**src/rtl/rra_pkg.sv**
```systemverilog
`timescale 1ns / 1ps

package rra_pkg;

	// Fixed field widths of the item and result ports.
	localparam int FUNC_W   = 3;
	localparam int IDX_W    = 4;
	localparam int AMT_W    = 16;
	localparam int NEED_W   = 17;
	localparam int VAL_W    = 16;
	localparam int CFG_W    = 5;
	localparam int STATUS_W = 2;

	// APB register file: two 32-bit registers at byte addresses 0 and 4.
	localparam int CFG_AW = 3;
	localparam int PDATA_W = 32;
	localparam logic REG_PROC_COUNT = 1'b0;
	localparam logic REG_RES_COUNT  = 1'b1;

	typedef enum logic [FUNC_W-1:0] {
		FUNC_LD_AVAIL = 3'd0,
		FUNC_LD_ALLOC = 3'd1,
		FUNC_LD_MAX   = 3'd2,
		FUNC_REQ      = 3'd3,
		FUNC_READ     = 3'd4
	} func_t;

	typedef enum logic [STATUS_W-1:0] {
		DEC_GRANT      = 2'd0,
		DEC_OVER_NEED  = 2'd1,
		DEC_OVER_AVAIL = 2'd2,
		DEC_BAD_PROC   = 2'd3
	} dec_status_t;

	typedef enum logic [3:0] {
		ST_CLEAR,
		ST_IDLE,
		ST_RD_OUT,
		ST_DEC_BEGIN,
		ST_CHECK,
		ST_CHECK_END,
		ST_JUDGE,
		ST_APPLY,
		ST_APPLY_END,
		ST_DONE
	} state_t;

	// Controller to datapath commands.
	typedef struct packed {
		logic clr_step;
		logic latch;
		logic ld_avail;
		logic ld_alloc;
		logic ld_max;
		logic req_store;
		logic rd_issue;
		logic walk_rst;
		logic chk_issue;
		logic app_issue;
		logic out_dec;
		logic out_rd;
		logic buf_clr;
	} cmd_t;

	// Datapath to controller status.
	typedef struct packed {
		logic clr_last;
		logic walk_last;
		logic bad_proc;
		logic check_fail;
		logic out_free;
	} sts_t;

endpackage

```
**src/rtl/rra_regs.sv**
```systemverilog
`timescale 1ns / 1ps

module rra_regs (
	input  logic                        clk,
	input  logic                        arst_n,
	input  logic                        psel,
	input  logic                        penable,
	input  logic                        pwrite,
	input  logic [rra_pkg::CFG_AW-1:0]  paddr,
	input  logic [rra_pkg::PDATA_W-1:0] pwdata,
	output logic [rra_pkg::PDATA_W-1:0] prdata,
	output logic                        pready,
	output logic [rra_pkg::CFG_W-1:0]   process_count,
	output logic [rra_pkg::CFG_W-1:0]   resource_count
);
	import rra_pkg::*;

	logic [CFG_W-1:0] process_count_q;
	logic [CFG_W-1:0] resource_count_q;
	logic             wr_en;
	logic             reg_sel;

	assign pready  = 1'b1;
	assign wr_en   = psel & penable & pwrite;
	assign reg_sel = paddr[CFG_AW-1];

	always_ff @(posedge clk or negedge arst_n) begin
		if (!arst_n) begin
			process_count_q  <= CFG_W'(16);
			resource_count_q <= CFG_W'(16);
		end else if (wr_en) begin
			unique case (reg_sel)
				REG_PROC_COUNT: process_count_q  <= pwdata[CFG_W-1:0];
				REG_RES_COUNT:  resource_count_q <= pwdata[CFG_W-1:0];
				default: ;
			endcase
		end
	end

	always_comb begin
		unique case (reg_sel)
			REG_PROC_COUNT: prdata = PDATA_W'(process_count_q);
			REG_RES_COUNT:  prdata = PDATA_W'(resource_count_q);
			default:        prdata = '0;
		endcase
	end

	assign process_count  = process_count_q;
	assign resource_count = resource_count_q;

endmodule

```
**config.mk**
```make
export PLATFORM = sky130hd
export DESIGN_NAME = rra_regs
export DESIGN_NICKNAME = d
export VERILOG_FILES = /design/src/rtl/rra_pkg.sv /design/src/rtl/rra_regs.sv
export SDC_FILE = /design/constraint.sdc
export NUM_CORES = 1
export LEC_CHECK = 0
export BUFFER_PORTS_ARGS = -buffer_cell sky130_fd_sc_hd__clkbuf_2
export CORE_MARGIN = 2
export CORE_UTILIZATION = 32
export DETAILED_ROUTE_END_ITERATION = 7
export MAX_ROUTING_LAYER = met4
export PLACE_DENSITY = 0.76
export SETUP_SLACK_MARGIN = 0.3
export SYNTH_ARGS = -nofsm -noshare
export SYNTH_HDL_FRONTEND = slang
export SYNTH_SLANG_ARGS = --single-unit
```
**constraint.sdc**
```tcl
create_clock -name clk -period 1.1 [get_ports clk]
set_clock_uncertainty 0.15 [all_clocks]
set_input_delay 0.11 -clock clk [delete_from_list [all_inputs] [get_ports clk]]
set_output_delay 0.11 -clock clk [all_outputs]
set_load 0.005 [all_outputs]
```
==> run summary <==
Wirelength per Cell: 10.1 um
Register area: 253 um^2
Clock-pin transition on the worst setup and hold timing paths: 0.06 ns
CP Buf/Inv Count: 1
First-pass GRT wire length: 1840 um
Yosys cell types: 8
DR vias/cell: 3.69
Run status: finished with violations
Layout Nets: 141
Post-synth ARST share: 1.00
Crit path kind: register to output pin
Worst setup SP type: register
Cell accounting for the most synthesized area: buf_4
CP endpoint kind: output pin
Post-synthesis sequential area ratio: 0.368
Pwr dens: 1510 nW/um^2
Min Tclk post-route: 1.30 ns
Period utilization: 1.18
Mapped Area: 687 um^2
Pre-antenna DRT Iters: 4
Crit-path leading delay family: flip-flops
Detailed placement HPWL: 923 um
Max-cap violations: 0
Initial antenna violation count: 0
Antenna viol nets, final: 0
Worst VDD drop: 0.000889 V
Cells along the critical path: mux2_4 > clkbuf_2
Share of layout cells above drive strength 1: 0.630
Post-synth top area share: 0.306
Root Buffer: clkbuf_4
Worst Hold Class: input port to register
Final instance area: 940 um^2
Synth cell count leaders: buf_4 (28), mux2_2 (15), dfrtp_1 (8)
Syn Area/Cell: 11.8 um^2
Vert. Die Dim: 50.3 um
CTS Hold Bufs: 1
Starting Density: 0.343
DR DRC count: 0
Cells after synthesis: 58
Core footprint: 2000 um^2
Met3 Use GR: 0.0536
Most common cell in the netlist: buf_4
Inst Count DP: 110
DR iter-0 viols: 2
Fmax: 0.771 GHz
Post-Place Cell Area: 744 um^2
CTS tree: yes
Met1 usage: 0.115
Die area: 2530 um^2
GRT Residual Overflow: 0
Site row count: 16
CP max-delay cell: dfstp_2
Fin. Hold Viols: 10
Setup-failing EPs final: 17
Final worst setup slack: -0.197 ns
Inserted Clock Buffers: 3
EDFF count, synth: 0
Port bufs: 25
Setup Total Neg Slack: -1.68 ns
Clock Sinks: 10
Final hold slack: -0.0561 ns
RSZ-0062 raised after global routing: yes
Worst path arrival time: 1.04 ns
Critical Path RT: 0.84 ns
CP max FO: 2
Tot GR Track Use: 0.103
Ys flop type: dfrtp_1
Post-placement setup slack: 0.0224 ns
Seq cells post-synth: 10
Yosys warns: 0
CTS H-tree depth: 1
Total number of vias: 469
Worst skew pair latency: 0.26 ns
Largest net degree at the start of global routing: 11
Grt met2 use: 0.162
Fillers: 201
Area Growth Syn to Fin: 36.8%
Failing checks: negative hold slack, negative setup slack
Ranking of synthesized cells by area: buf_4 (31%), dfrtp_1 (29%), mux2_2 (25%), dfstp_2 (7.7%), nand4b_4 (3.5%)
Post-Layout Cell Count: 127
Critical Path Max Stage Delay: 0.54 ns
Diode count: 0
Fin. max-slew vios: 0
# IOs: 83
Multi-input logic area: 340 um^2
CTS max path bufs: 2
Final WL: 1280 um
Gpl congestion: 0.652
GRT busiest layer: met2
Vias in the first global route: 398
Die Wd: 50.3 um
P_leak: 0.000543 uW
==> final timing paths <==
check / from / to / slack (ns) / depth (start not counted)
max in group asynchronous: arst_n / resource_count[4]$_DFFE_PN1P_ / 0.44 / 2
hold reg to reg: resource_count[0]$_DFFE_PN0P_ / resource_count[0]$_DFFE_PN0P_ / 0.46 / 2
setup / recovery: process_count[4]$_DFFE_PN1P_ / prdata[4] / -0.20 / 2
setup reg to reg: process_count[1]$_DFFE_PN0P_ / process_count[1]$_DFFE_PN0P_ / -0.03 / 3
hold / removal: pwdata[3] / process_count[3]$_DFFE_PN0P_ / -0.06 / 2
min in group asynchronous: arst_n / resource_count[0]$_DFFE_PN0P_ / 0.10 / 2
==> layer usage <==
layer / part of all wire / routed length (um) / vias to the layer above
li1: - / - / 219
met1: 0.36 / 460 / 215
met2: 0.54 / 692 / 33
met3: 0.098 / 126 / 2
met4: 0.0031 / 4 / 0
met5: 0 / 0 / -
==> final cells by class <==
class	count	share of cell area
Tap cell	27	0.0360
Clock buffer	4	0.0386
Multi-Input combinational cell	45	0.362
Timing Repair Buffer	41	0.294
Sequential cell	10	0.269
==> layout by cell type (no fill, tap or decap), drive strengths merged <==
| master | synthesis | layout |
|---|---|---|
| conb | 2 | 28 |
| clkbuf | 0 | 28 |
| buf | 29 | 16 |
| mux2 | 15 | 15 |
| dfrtp | 8 | 8 |
| dfstp | 2 | 2 |
| nand4 | 1 | 1 |
| nand4b | 1 | 1 |
| dlygate4sd3 | 0 | 1 |
==> worst reg2reg max path: stages, from the launching register on <==
cell     delay (ns)
dfrtp_1        0.38
buf_4          0.14
buf_6          0.11
mux2_4         0.25
==> per-stage QoR <==
step | utilization | power [uW]
2_1_floorplan | - | 756
3_3_place_gp | 0.372 | 852
3_5_place_dp | 0.372 | 868
4_1_cts | 0.448 | 1360
5_1_grt | 0.469 | 1520
6_report | 0.469 | 1420
==> state kept, by name, summed over array words and instances (netlist names) <==
signal and flops:
process_count 5, resource_count 5
==> what timing repair did <==
item / CTS / global route
buffers inserted: 10 / 2
resized for setup: 8 / 7
endpoints found under the setup margin: 25 / 25
cloned: 0 / 0
endpoints found under the hold margin: 20 / 10
==> kinds of logic (layout without fill, tap and decap cells) <==
kind of cell,count (synthesis),count (layout),share of synthesized area
buffers and inverters,29,45,0.322
DFF,10,10,0.368
muxes,15,15,0.246
other,2,28,0.0109
and+or+nand+nor,2,2,0.0528
==> power by group <==
| group | internal [uW] | leakage, uW | total (uW) | switching [uW] |
|---|---|---|---|---|
| Sequential | 461 | 0.000117 | 507 | 45.7 |
| Clock | 201 | 0.0000210 | 321 | 120 |
| Combinational | 393 | 0.000405 | 594 | 201 |
(Power assumes the default switching activity.)
