`config.mk`:
```
export PLATFORM = sky130hd
export DESIGN_NAME = rra_ctrl
export DESIGN_NICKNAME = d
export VERILOG_FILES = /design/src/rtl/rra_pkg.sv /design/src/rtl/rra_ctrl.sv
export SDC_FILE = /design/constraint.sdc
export NUM_CORES = 1
export LEC_CHECK = 0
export BUFFER_PORTS_ARGS = -buffer_cell sky130_fd_sc_hd__buf_2
export CAP_MARGIN = 20
export CORE_AREA = 10 10 47 49
export CTS_BUF_LIST = sky130_fd_sc_hd__clkbuf_8 sky130_fd_sc_hd__clkbuf_16
export CTS_CLUSTER_SIZE = 28
export DETAILED_ROUTE_END_ITERATION = 8
export DIE_AREA = 0 0 57 59
export PLACE_DENSITY = 0.72
export SLEW_MARGIN = 20
export SYNTH_ARGS = -nofsm -noshare
export SYNTH_HDL_FRONTEND = slang
export SYNTH_SLANG_ARGS = --single-unit
```
`constraint.sdc`:
```
create_clock -name clk -period 1.7 [get_ports clk]
set_input_delay 0.085 -clock clk [delete_from_list [all_inputs] [get_ports clk]]
set_output_delay 0.085 -clock clk [all_outputs]
set_load 0.005 [all_outputs]
```
`src/rtl/rra_pkg.sv`:
```
`timescale 1ns / 1ps

package rra_pkg;

	// Fixed field widths of the item and result ports.
	localparam int FUNC_W   = 3;
	localparam int IDX_W    = 4;
	localparam int AMT_W    = 16;
	localparam int NEED_W   = 17;
	localparam int VAL_W    = 16;
	localparam int CFG_W    = 5;
	localparam int STATUS_W = 2;

	// APB register file: two 32-bit registers at byte addresses 0 and 4.
	localparam int CFG_AW = 3;
	localparam int PDATA_W = 32;
	localparam logic REG_PROC_COUNT = 1'b0;
	localparam logic REG_RES_COUNT  = 1'b1;

	typedef enum logic [FUNC_W-1:0] {
		FUNC_LD_AVAIL = 3'd0,
		FUNC_LD_ALLOC = 3'd1,
		FUNC_LD_MAX   = 3'd2,
		FUNC_REQ      = 3'd3,
		FUNC_READ     = 3'd4
	} func_t;

	typedef enum logic [STATUS_W-1:0] {
		DEC_GRANT      = 2'd0,
		DEC_OVER_NEED  = 2'd1,
		DEC_OVER_AVAIL = 2'd2,
		DEC_BAD_PROC   = 2'd3
	} dec_status_t;

	typedef enum logic [3:0] {
		ST_CLEAR,
		ST_IDLE,
		ST_RD_OUT,
		ST_DEC_BEGIN,
		ST_CHECK,
		ST_CHECK_END,
		ST_JUDGE,
		ST_APPLY,
		ST_APPLY_END,
		ST_DONE
	} state_t;

	// Controller to datapath commands.
	typedef struct packed {
		logic clr_step;
		logic latch;
		logic ld_avail;
		logic ld_alloc;
		logic ld_max;
		logic req_store;
		logic rd_issue;
		logic walk_rst;
		logic chk_issue;
		logic app_issue;
		logic out_dec;
		logic out_rd;
		logic buf_clr;
	} cmd_t;

	// Datapath to controller status.
	typedef struct packed {
		logic clr_last;
		logic walk_last;
		logic bad_proc;
		logic check_fail;
		logic out_free;
	} sts_t;

endpackage

```
`src/rtl/rra_ctrl.sv`:
```
`timescale 1ns / 1ps

module rra_ctrl (
	input  logic                       clk,
	input  logic                       arst_n,
	input  logic                       in_valid,
	input  logic [rra_pkg::FUNC_W-1:0] func,
	input  logic                       last_element,
	input  rra_pkg::sts_t              sts,
	output rra_pkg::cmd_t              cmd,
	output logic                       in_stall
);
	import rra_pkg::*;

	state_t state_q;
	state_t state_nxt;

	always_ff @(posedge clk or negedge arst_n) begin
		if (!arst_n) begin
			state_q <= ST_CLEAR;
		end else begin
			state_q <= state_nxt;
		end
	end

	// Next state.
	always_comb begin
		state_nxt = state_q;
		unique case (state_q)
			ST_CLEAR: begin
				if (sts.clr_last) state_nxt = ST_IDLE;
			end
			ST_IDLE: begin
				if (in_valid) begin
					unique case (func)
						FUNC_REQ:  if (last_element) state_nxt = ST_DEC_BEGIN;
						FUNC_READ: state_nxt = ST_RD_OUT;
						default:   state_nxt = ST_IDLE;
					endcase
				end
			end
			ST_RD_OUT: begin
				if (sts.out_free) state_nxt = ST_IDLE;
			end
			ST_DEC_BEGIN: begin
				state_nxt = sts.bad_proc ? ST_DONE : ST_CHECK;
			end
			ST_CHECK: begin
				if (sts.walk_last) state_nxt = ST_CHECK_END;
			end
			ST_CHECK_END: state_nxt = ST_JUDGE;
			ST_JUDGE: begin
				state_nxt = sts.check_fail ? ST_DONE : ST_APPLY;
			end
			ST_APPLY: begin
				if (sts.walk_last) state_nxt = ST_APPLY_END;
			end
			ST_APPLY_END: state_nxt = ST_DONE;
			ST_DONE: begin
				if (sts.out_free) state_nxt = ST_IDLE;
			end
			default: state_nxt = ST_CLEAR;
		endcase
	end

	// Outputs.
	always_comb begin
		cmd      = '0;
		in_stall = 1'b1;
		unique case (state_q)
			ST_CLEAR: cmd.clr_step = 1'b1;
			ST_IDLE: begin
				in_stall = 1'b0;
				if (in_valid) begin
					cmd.latch = 1'b1;
					unique case (func)
						FUNC_LD_AVAIL: cmd.ld_avail  = 1'b1;
						FUNC_LD_ALLOC: cmd.ld_alloc  = 1'b1;
						FUNC_LD_MAX:   cmd.ld_max    = 1'b1;
						FUNC_REQ:      cmd.req_store = 1'b1;
						FUNC_READ:     cmd.rd_issue  = 1'b1;
						default: ;
					endcase
				end
			end
			ST_RD_OUT: cmd.out_rd = sts.out_free;
			ST_DEC_BEGIN: cmd.walk_rst = 1'b1;
			ST_CHECK: cmd.chk_issue = 1'b1;
			ST_CHECK_END: ;
			ST_JUDGE: cmd.walk_rst = !sts.check_fail;
			ST_APPLY: cmd.app_issue = 1'b1;
			ST_APPLY_END: ;
			ST_DONE: begin
				cmd.out_dec = sts.out_free;
				cmd.buf_clr = sts.out_free;
			end
			default: ;
		endcase
	end

endmodule

```
==> reports/metrics.yaml, run 1 <==
area_delta_synth_final_pct: 51.49
wire_per_inst_microns: 13.99
seqPwrFrac: 0.192
via_per_inst: 5.492
postRouteAntennaNets: 0
setup_viol_count_final: 0
dp_hpwl_microns: 1222
die-area_sq_um: 3363
crit_arrival_ps: 1530
fin_crit_sh: 0.9529
sw_frac_of_total: 0.3910
synth_top_area_frac: 0.1831
grt_start_max_net_pins: 12
grt_pass1_wl_microns: 2628
syn_area_per_cell_sq_um: 8.161
clock_path_buffers: 2
p_leak_nw: 0.4054
vias: 648
tns_ps: 0
rows: 14
largest_reg_flops: 4
worstPathMaxFanout: 8
yosys-top-cells-area: "dfrtp_1 (18%), nor3b_1 (6.9%), mux2_4 (5.5%)"
min_path_type: "primary input to async pin"
path_clk_slew_ps: 30
yosysTopAreaCell: "dfrtp_1"
clock_sinks: 4
cts_max_level: 1
synth-edff-count: 0
yosysWarnings: 0
seq_area_frac_synth: 0.1831
r2r_end: "state_q[0]"
rrSetupSlack_ps: 90
cp_slowest_stage_delay_ps: 460
finalHoldViolations: 0
rsz0062_at_grt: "yes"
r2r-start: "state_q[1]"
skew_ps: 0.1256
initial_core_util: 0.3902
firstDrtPassIters: 4
fin_util: 0.5911
fmaxAchievable_ghz: 0.6173
regMostFlops: "state_q"
outcome: "finished, final reports clean"
cp-end-kind: "primary output"
cp_slowest_cell: "dfrtp_2"
drive_above_1_share: 0.5294
nFillCells: 128
cp-start-kind: "register"
drt_iter0_markers: 13
reg2reg_depth: 5
wl_microns: 1651
drc: 0
async_reset_ff_frac: 1.000
syn_area_sq_um: 546.8
pin_count: 26
synth_cells: 67
globalRouteOverflowTotal: 0
clock_tree.root_cell: "clkbuf_8"
crit_type: "register to primary output"
ys_types: 33
reg_top3: "state_q: 4 flops"
die_x_microns: 57
mappedNetlistNets: 79
track_usage: 0.09185
synthFlopType: "dfrtp_1"
clkPwrFrac: 0.177
core-area_sq_um: 1401
hold_slack_ps: 213.1
comb_power_share: 0.632
cp.required_ps: 1620
internal-power_uw: 668.7
peakVddDrop_v: 0.0007769
grt_pass1_vias: 633
switchingPower_uw: 429.4
clock_latency_ps: 210
drv_cap: 0
final_net_count: 116
numPortBuffers: 25
antenna_cells: 0
gp_congestion: 0.7702
tightest_slew_ps: 542.1
cts_inserted_buffers: 3
cts_tree: "yes"
chipHeight_microns: 59
antenna_found_initial: 0
synth_seq_cells: 4
period_minus_slack_ps: 1620
p_per_area_nw_per_um2: 1326
slew_headroom: 0.6337
slew_viol_final: 0
path_cells: "nor4b_4 > nand2_2 > nor4bb_1 > buf_2"
worst max path at each step:
stage / start / to / slack (ps)
floorplan: state_q[2] / state_q[0] / 230
global placement: state_q[1] / state_q[2] / 130
detailed placement: state_q[1] / state_q[2] / 110
CTS: state_q[0] / cmd[8] / 20
global route: state_q[1] / cmd[7] / -40
finish: state_q[1] / cmd[7] / 80
metal layers:
layer | share of wire | vias up | global-route usage
met5 | 0 | - | 0
met4 | 0.0073 | 0 | 0.04027
met3 | 0.019 | 2 | 0.01502
met2 | 0.51 | 16 | 0.1628
met1 | 0.46 | 308 | 0.1053
li1 | - | 322 | -
cell type report:
class | count | area, sq um | share of cell area
Clock buffer | 3 | 41.29 | 0.04985
Tap cell | 16 | 20.02 | 0.02417
Multi-Input combinational cell | 52 | 417.9 | 0.5045
Sequential cell | 4 | 105.1 | 0.1269
Inverter | 5 | 18.77 | 0.02266
Timing Repair Buffer | 38 | 225.2 | 0.2719
per-stage QoR:
| step | cell area [sq um] | instances | setup slack, ps | power, mW |
|---|---|---|---|---|
| 3_5_place_dp | 711.9 | 109 | 110.2 | 0.7890 |
| 2_1_floorplan | 546.8 | 67 | 232.6 | 0.6034 |
| 6_report | 828.3 | 118 | 80.12 | 1.098 |
| 4_1_cts | 772.0 | 114 | 23.47 | 1.015 |
| 3_3_place_gp | 711.9 | 109 | 127.0 | 0.7807 |
| 5_1_grt | 828.3 | 118 | -39.13 | 1.192 |
cells by family after synthesis:
kind of cell,count (synthesis),synth area share
AO/OA/AOI/OAI,16,0.2312
buffers and inverters,11,0.09382
flip-flops,4,0.1831
multiplexers,4,0.09154
AND/OR/NAND/NOR,32,0.4005
placed cells by master (no fill, tap or decap), drive strengths merged, types with 2 or more instances in the layout:
cell | netlist | layout
a21oi | 3 | 3
and3 | 2 | 2
buf | 4 | 37
clkbuf | 2 | 3
dfrtp | 4 | 4
inv | 5 | 5
mux2 | 2 | 2
mux2i | 2 | 2
nand2 | 5 | 5
nor2 | 6 | 6
nor3b | 6 | 6
nor4 | 3 | 3
nor4b | 3 | 3
nor4bb | 2 | 2
o211ai | 2 | 2
o21ai | 4 | 4
Yosys cell counts, types with 3 or more instances:
master and number:
dfrtp_1 4, nand2_1 5, a21oi_1 3, nor3b_1 5, nor2_1 6, nor4_1 3
inv_1 5
power by group through the flow:
stage	clock network [mW]	logic [mW]	registers, mW
after floorplan	0	0.441	0.163
after global placement	0	0.574	0.207
after detailed placement	0	0.582	0.207
after CTS	0.196	0.613	0.207
after global routing	0.206	0.765	0.220
final	0.194	0.694	0.211
critical path, delay by kind of cell, from the launching register on:
| kind | cells | cell delay (ps) |
|---|---|---|
| DFF | 1 | 460 |
| and+or+nand+nor | 3 | 710 |
| buffers and inverters | 1 | 150 |
timing repair:
| item | CTS | global route |
|---|---|---|
| hold endpoints to repair | 4 | 0 |
| endpoints found under the setup margin | 4 | 7 |
| pin swaps | 1 | 2 |
| buffers inserted | 1 | 4 |
| cloned | 0 | 0 |
| resized for setup | 1 | 7 |
| hold buffers | 1 | 0 |
(Power assumes the default switching activity.)
==> inputs of run 2 (changes only) <==
ABC_AREA = 1   (was not set)
PLACE_DENSITY = 0.69   (was 0.72)
==> run 2 against run 1 <==
Synthesized cell count rose by 36%. Clock power up 4%. Critical path type unchanged. Die area unchanged. Utilization fell by 9.4 points. Area after synthesis fell by 7.3%. Clock skew grew 3.8 ps. Sequential share of layout area up 1.7 points. Routed wire length decreased by 5.8%. Fmax grew 5.5%. Global-route usage is 0.17 points lower.
==> reports/metrics.yaml, run 2 <==
p_leak_nw: 0.4500
firstDrtPassIters: 4
path_cells: "inv_1 > nand2_1 > nor2_2 > nand2_2 > nor4_1 > buf_2"
worstPathMaxFanout: 6
critPathBufInv: 2
crit_arrival_ps: 1450
yosysWarnings: 0
p_per_area_nw_per_um2: 1642
rows: 14
synth_common_cells: "nand2_1 (26), inv_1 (14), nor2_1 (11)"
synth_seq_cells: 4
finalInstanceArea_sq_um: 696.9
via_per_inst: 4.889
chipHeight_microns: 59
async_reset_ff_frac: 1.000
grt_start_max_net_pins: 9
slew_headroom: 0.8119
gp_congestion: 0.9144
dp_hpwl_microns: 1326
drv_cap: 0
core-area_sq_um: 1401
place_area_sq_um: 633.1
crit_type: "register to primary output"
synthFlopType: "dfrtp_1"
skew_ps: 3.963
cts_max_level: 1
peakVddDrop_v: 0.0005928
mappedNetlistNets: 103
clock_latency_ps: 220
track_usage: 0.09012
postRouteAntennaNets: 0
cp.required_ps: 1620
cp_slowest_cell: "dfrtp_1"
wire_per_inst_microns: 11.52
rsz0062_at_grt: "no"
total_power_mw: 1.144
pin_count: 26
initial_core_util: 0.3616
largest_reg_flops: 4
slew_viol_final: 0
cts_tree: "yes"
grt_pass1_wl_microns: 2497
clock_path_buffers: 2
finalHoldViolations: 0
tns_ps: 0
vias: 660
syn_area_sq_um: 506.7
period_minus_slack_ps: 1536
grt_pass1_vias: 586
min_path_type: "primary input to register"
wl_microns: 1555
die_x_microns: 57
synth_top_area_frac: 0.1975
outcome: "finished, final reports clean"
antenna_found_initial: 0
area_delta_synth_final_pct: 37.53
seq_area_frac_synth: 0.1975
final_common_cell: "nand2_1"
antenna_cells: 0
path_clk_slew_ps: 30
layout_setup_ws_ps: 163.9
clock_sinks: 4
layout_common_cells: "nand2_1 (26), buf_2 (25), inv_1 (14)"
yosysTopAreaCell: "dfrtp_1"
numPortBuffers: 25
clock_tree.root_cell: "clkbuf_8"
synth_cells: 91
drt_iter0_markers: 23
setup_viol_count_final: 0
yosys-top-cells-area: "dfrtp_1 (20%), nand2_1 (19%), inv_1 (10%)"
cp-end-kind: "primary output"
fmaxAchievable_ghz: 0.6510
post-synth-top-count-cell: "nand2_1"
post-place-ws_ps: 278.9
ys_types: 18
syn_area_per_cell_sq_um: 5.569
reg_top3: "state_q: 4 flops"
drc: 0
globalRouteOverflowTotal: 0
final_net_count: 133
cp-start-kind: "register"
synth-edff-count: 0
regMostFlops: "state_q"
tightest_slew_ps: 282.1
crit_family: "simple AND/OR/NAND/NOR gates"
cp_slowest_stage_delay_ps: 420
die-area_sq_um: 3363
drive_above_1_share: 0.3529
fin_crit_sh: 0.9036
cts_inserted_buffers: 3
[run 2: cell types whose count changed after synthesis, sizes merged, moves of 3 or more]
| cell | previous run | this run |
|---|---|---|
| inv | 5 | 16 |
| nand2 | 5 | 28 |
| nand3 | 1 | 10 |
| nor2 | 6 | 18 |
| nor3b | 6 | 0 |
| nor4b | 3 | 0 |
[run 2: power breakdown]
group	internal (mW)	switching, mW
logic	0.282	0.446
registers	0.138	0.0767
clock network	0.151	0.0513
[run 2: repair_timing]
| action | in CTS | in global routing |
|---|---|---|
| endpoints found under the hold margin | 4 | 0 |
| hold buffers | 1 | 0 |
| setup buffers | 0 | 1 |
| gates resized for setup | 0 | 1 |
| endpoints found under the setup margin | 0 | 3 |
[run 2: final timing paths]
path / from / end / slack (ps) / cells past startpoint
setup / recovery: state_q[1] / cmd[9] / 160 / 6
hold / removal: sts[3] / state_q[2] / 180 / 4
setup reg to reg: state_q[3] / state_q[0] / 290 / 8
hold reg to reg: state_q[1] / state_q[1] / 570 / 2
max in group asynchronous: arst_n / state_q[3] / 1380 / 2
min in group asynchronous: arst_n / state_q[1] / 200 / 2
[run 2: per-stage QoR]
stage               hold WS, ps  std cells  utilization
finish                    175.3        135       0.4973
global route              209.3        135       0.4973
CTS                       179.0        134       0.4884
detailed placement       -107.5        130       0.4518
global placement         -108.9        130       0.4518
floorplan                -210.6         91            -
[run 2: worst min-delay path, cell delays in order]
cell	delay [ps]
buf_2	90
inv_1	40
o21ai_0	70
nand2_1	60
[run 2: cell families (layout without fill, tap and decap cells)]
| group | count (synthesis) | after routing | share of synthesized area |
|---|---|---|---|
| AND/OR/NAND/NOR | 64 | 64 | 0.5827 |
| buffers and inverters | 18 | 46 | 0.1556 |
| AO/OA/AOI/OAI | 5 | 5 | 0.06420 |
| flip-flops | 4 | 4 | 0.1975 |
[run 2: cell type report]
class / instances / area (sq um)
sequential: 4 / 100.1
clock buffer: 3 / 41.29
inverter: 16 / 60.06
tap: 16 / 20.02
multi-input combinational: 69 / 332.8
timing repair buffer: 27 / 142.6
fill: 152 / 704.4
[run 2: routing by layer]
metal / track usage / part of all wire / vias up
li1: - / - / 343
met1: 0.1077 / 0.44 / 281
met2: 0.1442 / 0.47 / 34
met3: 0.02146 / 0.077 / 2
met4: 0.05034 / 0.017 / 0
met5: 0 / 0 / -
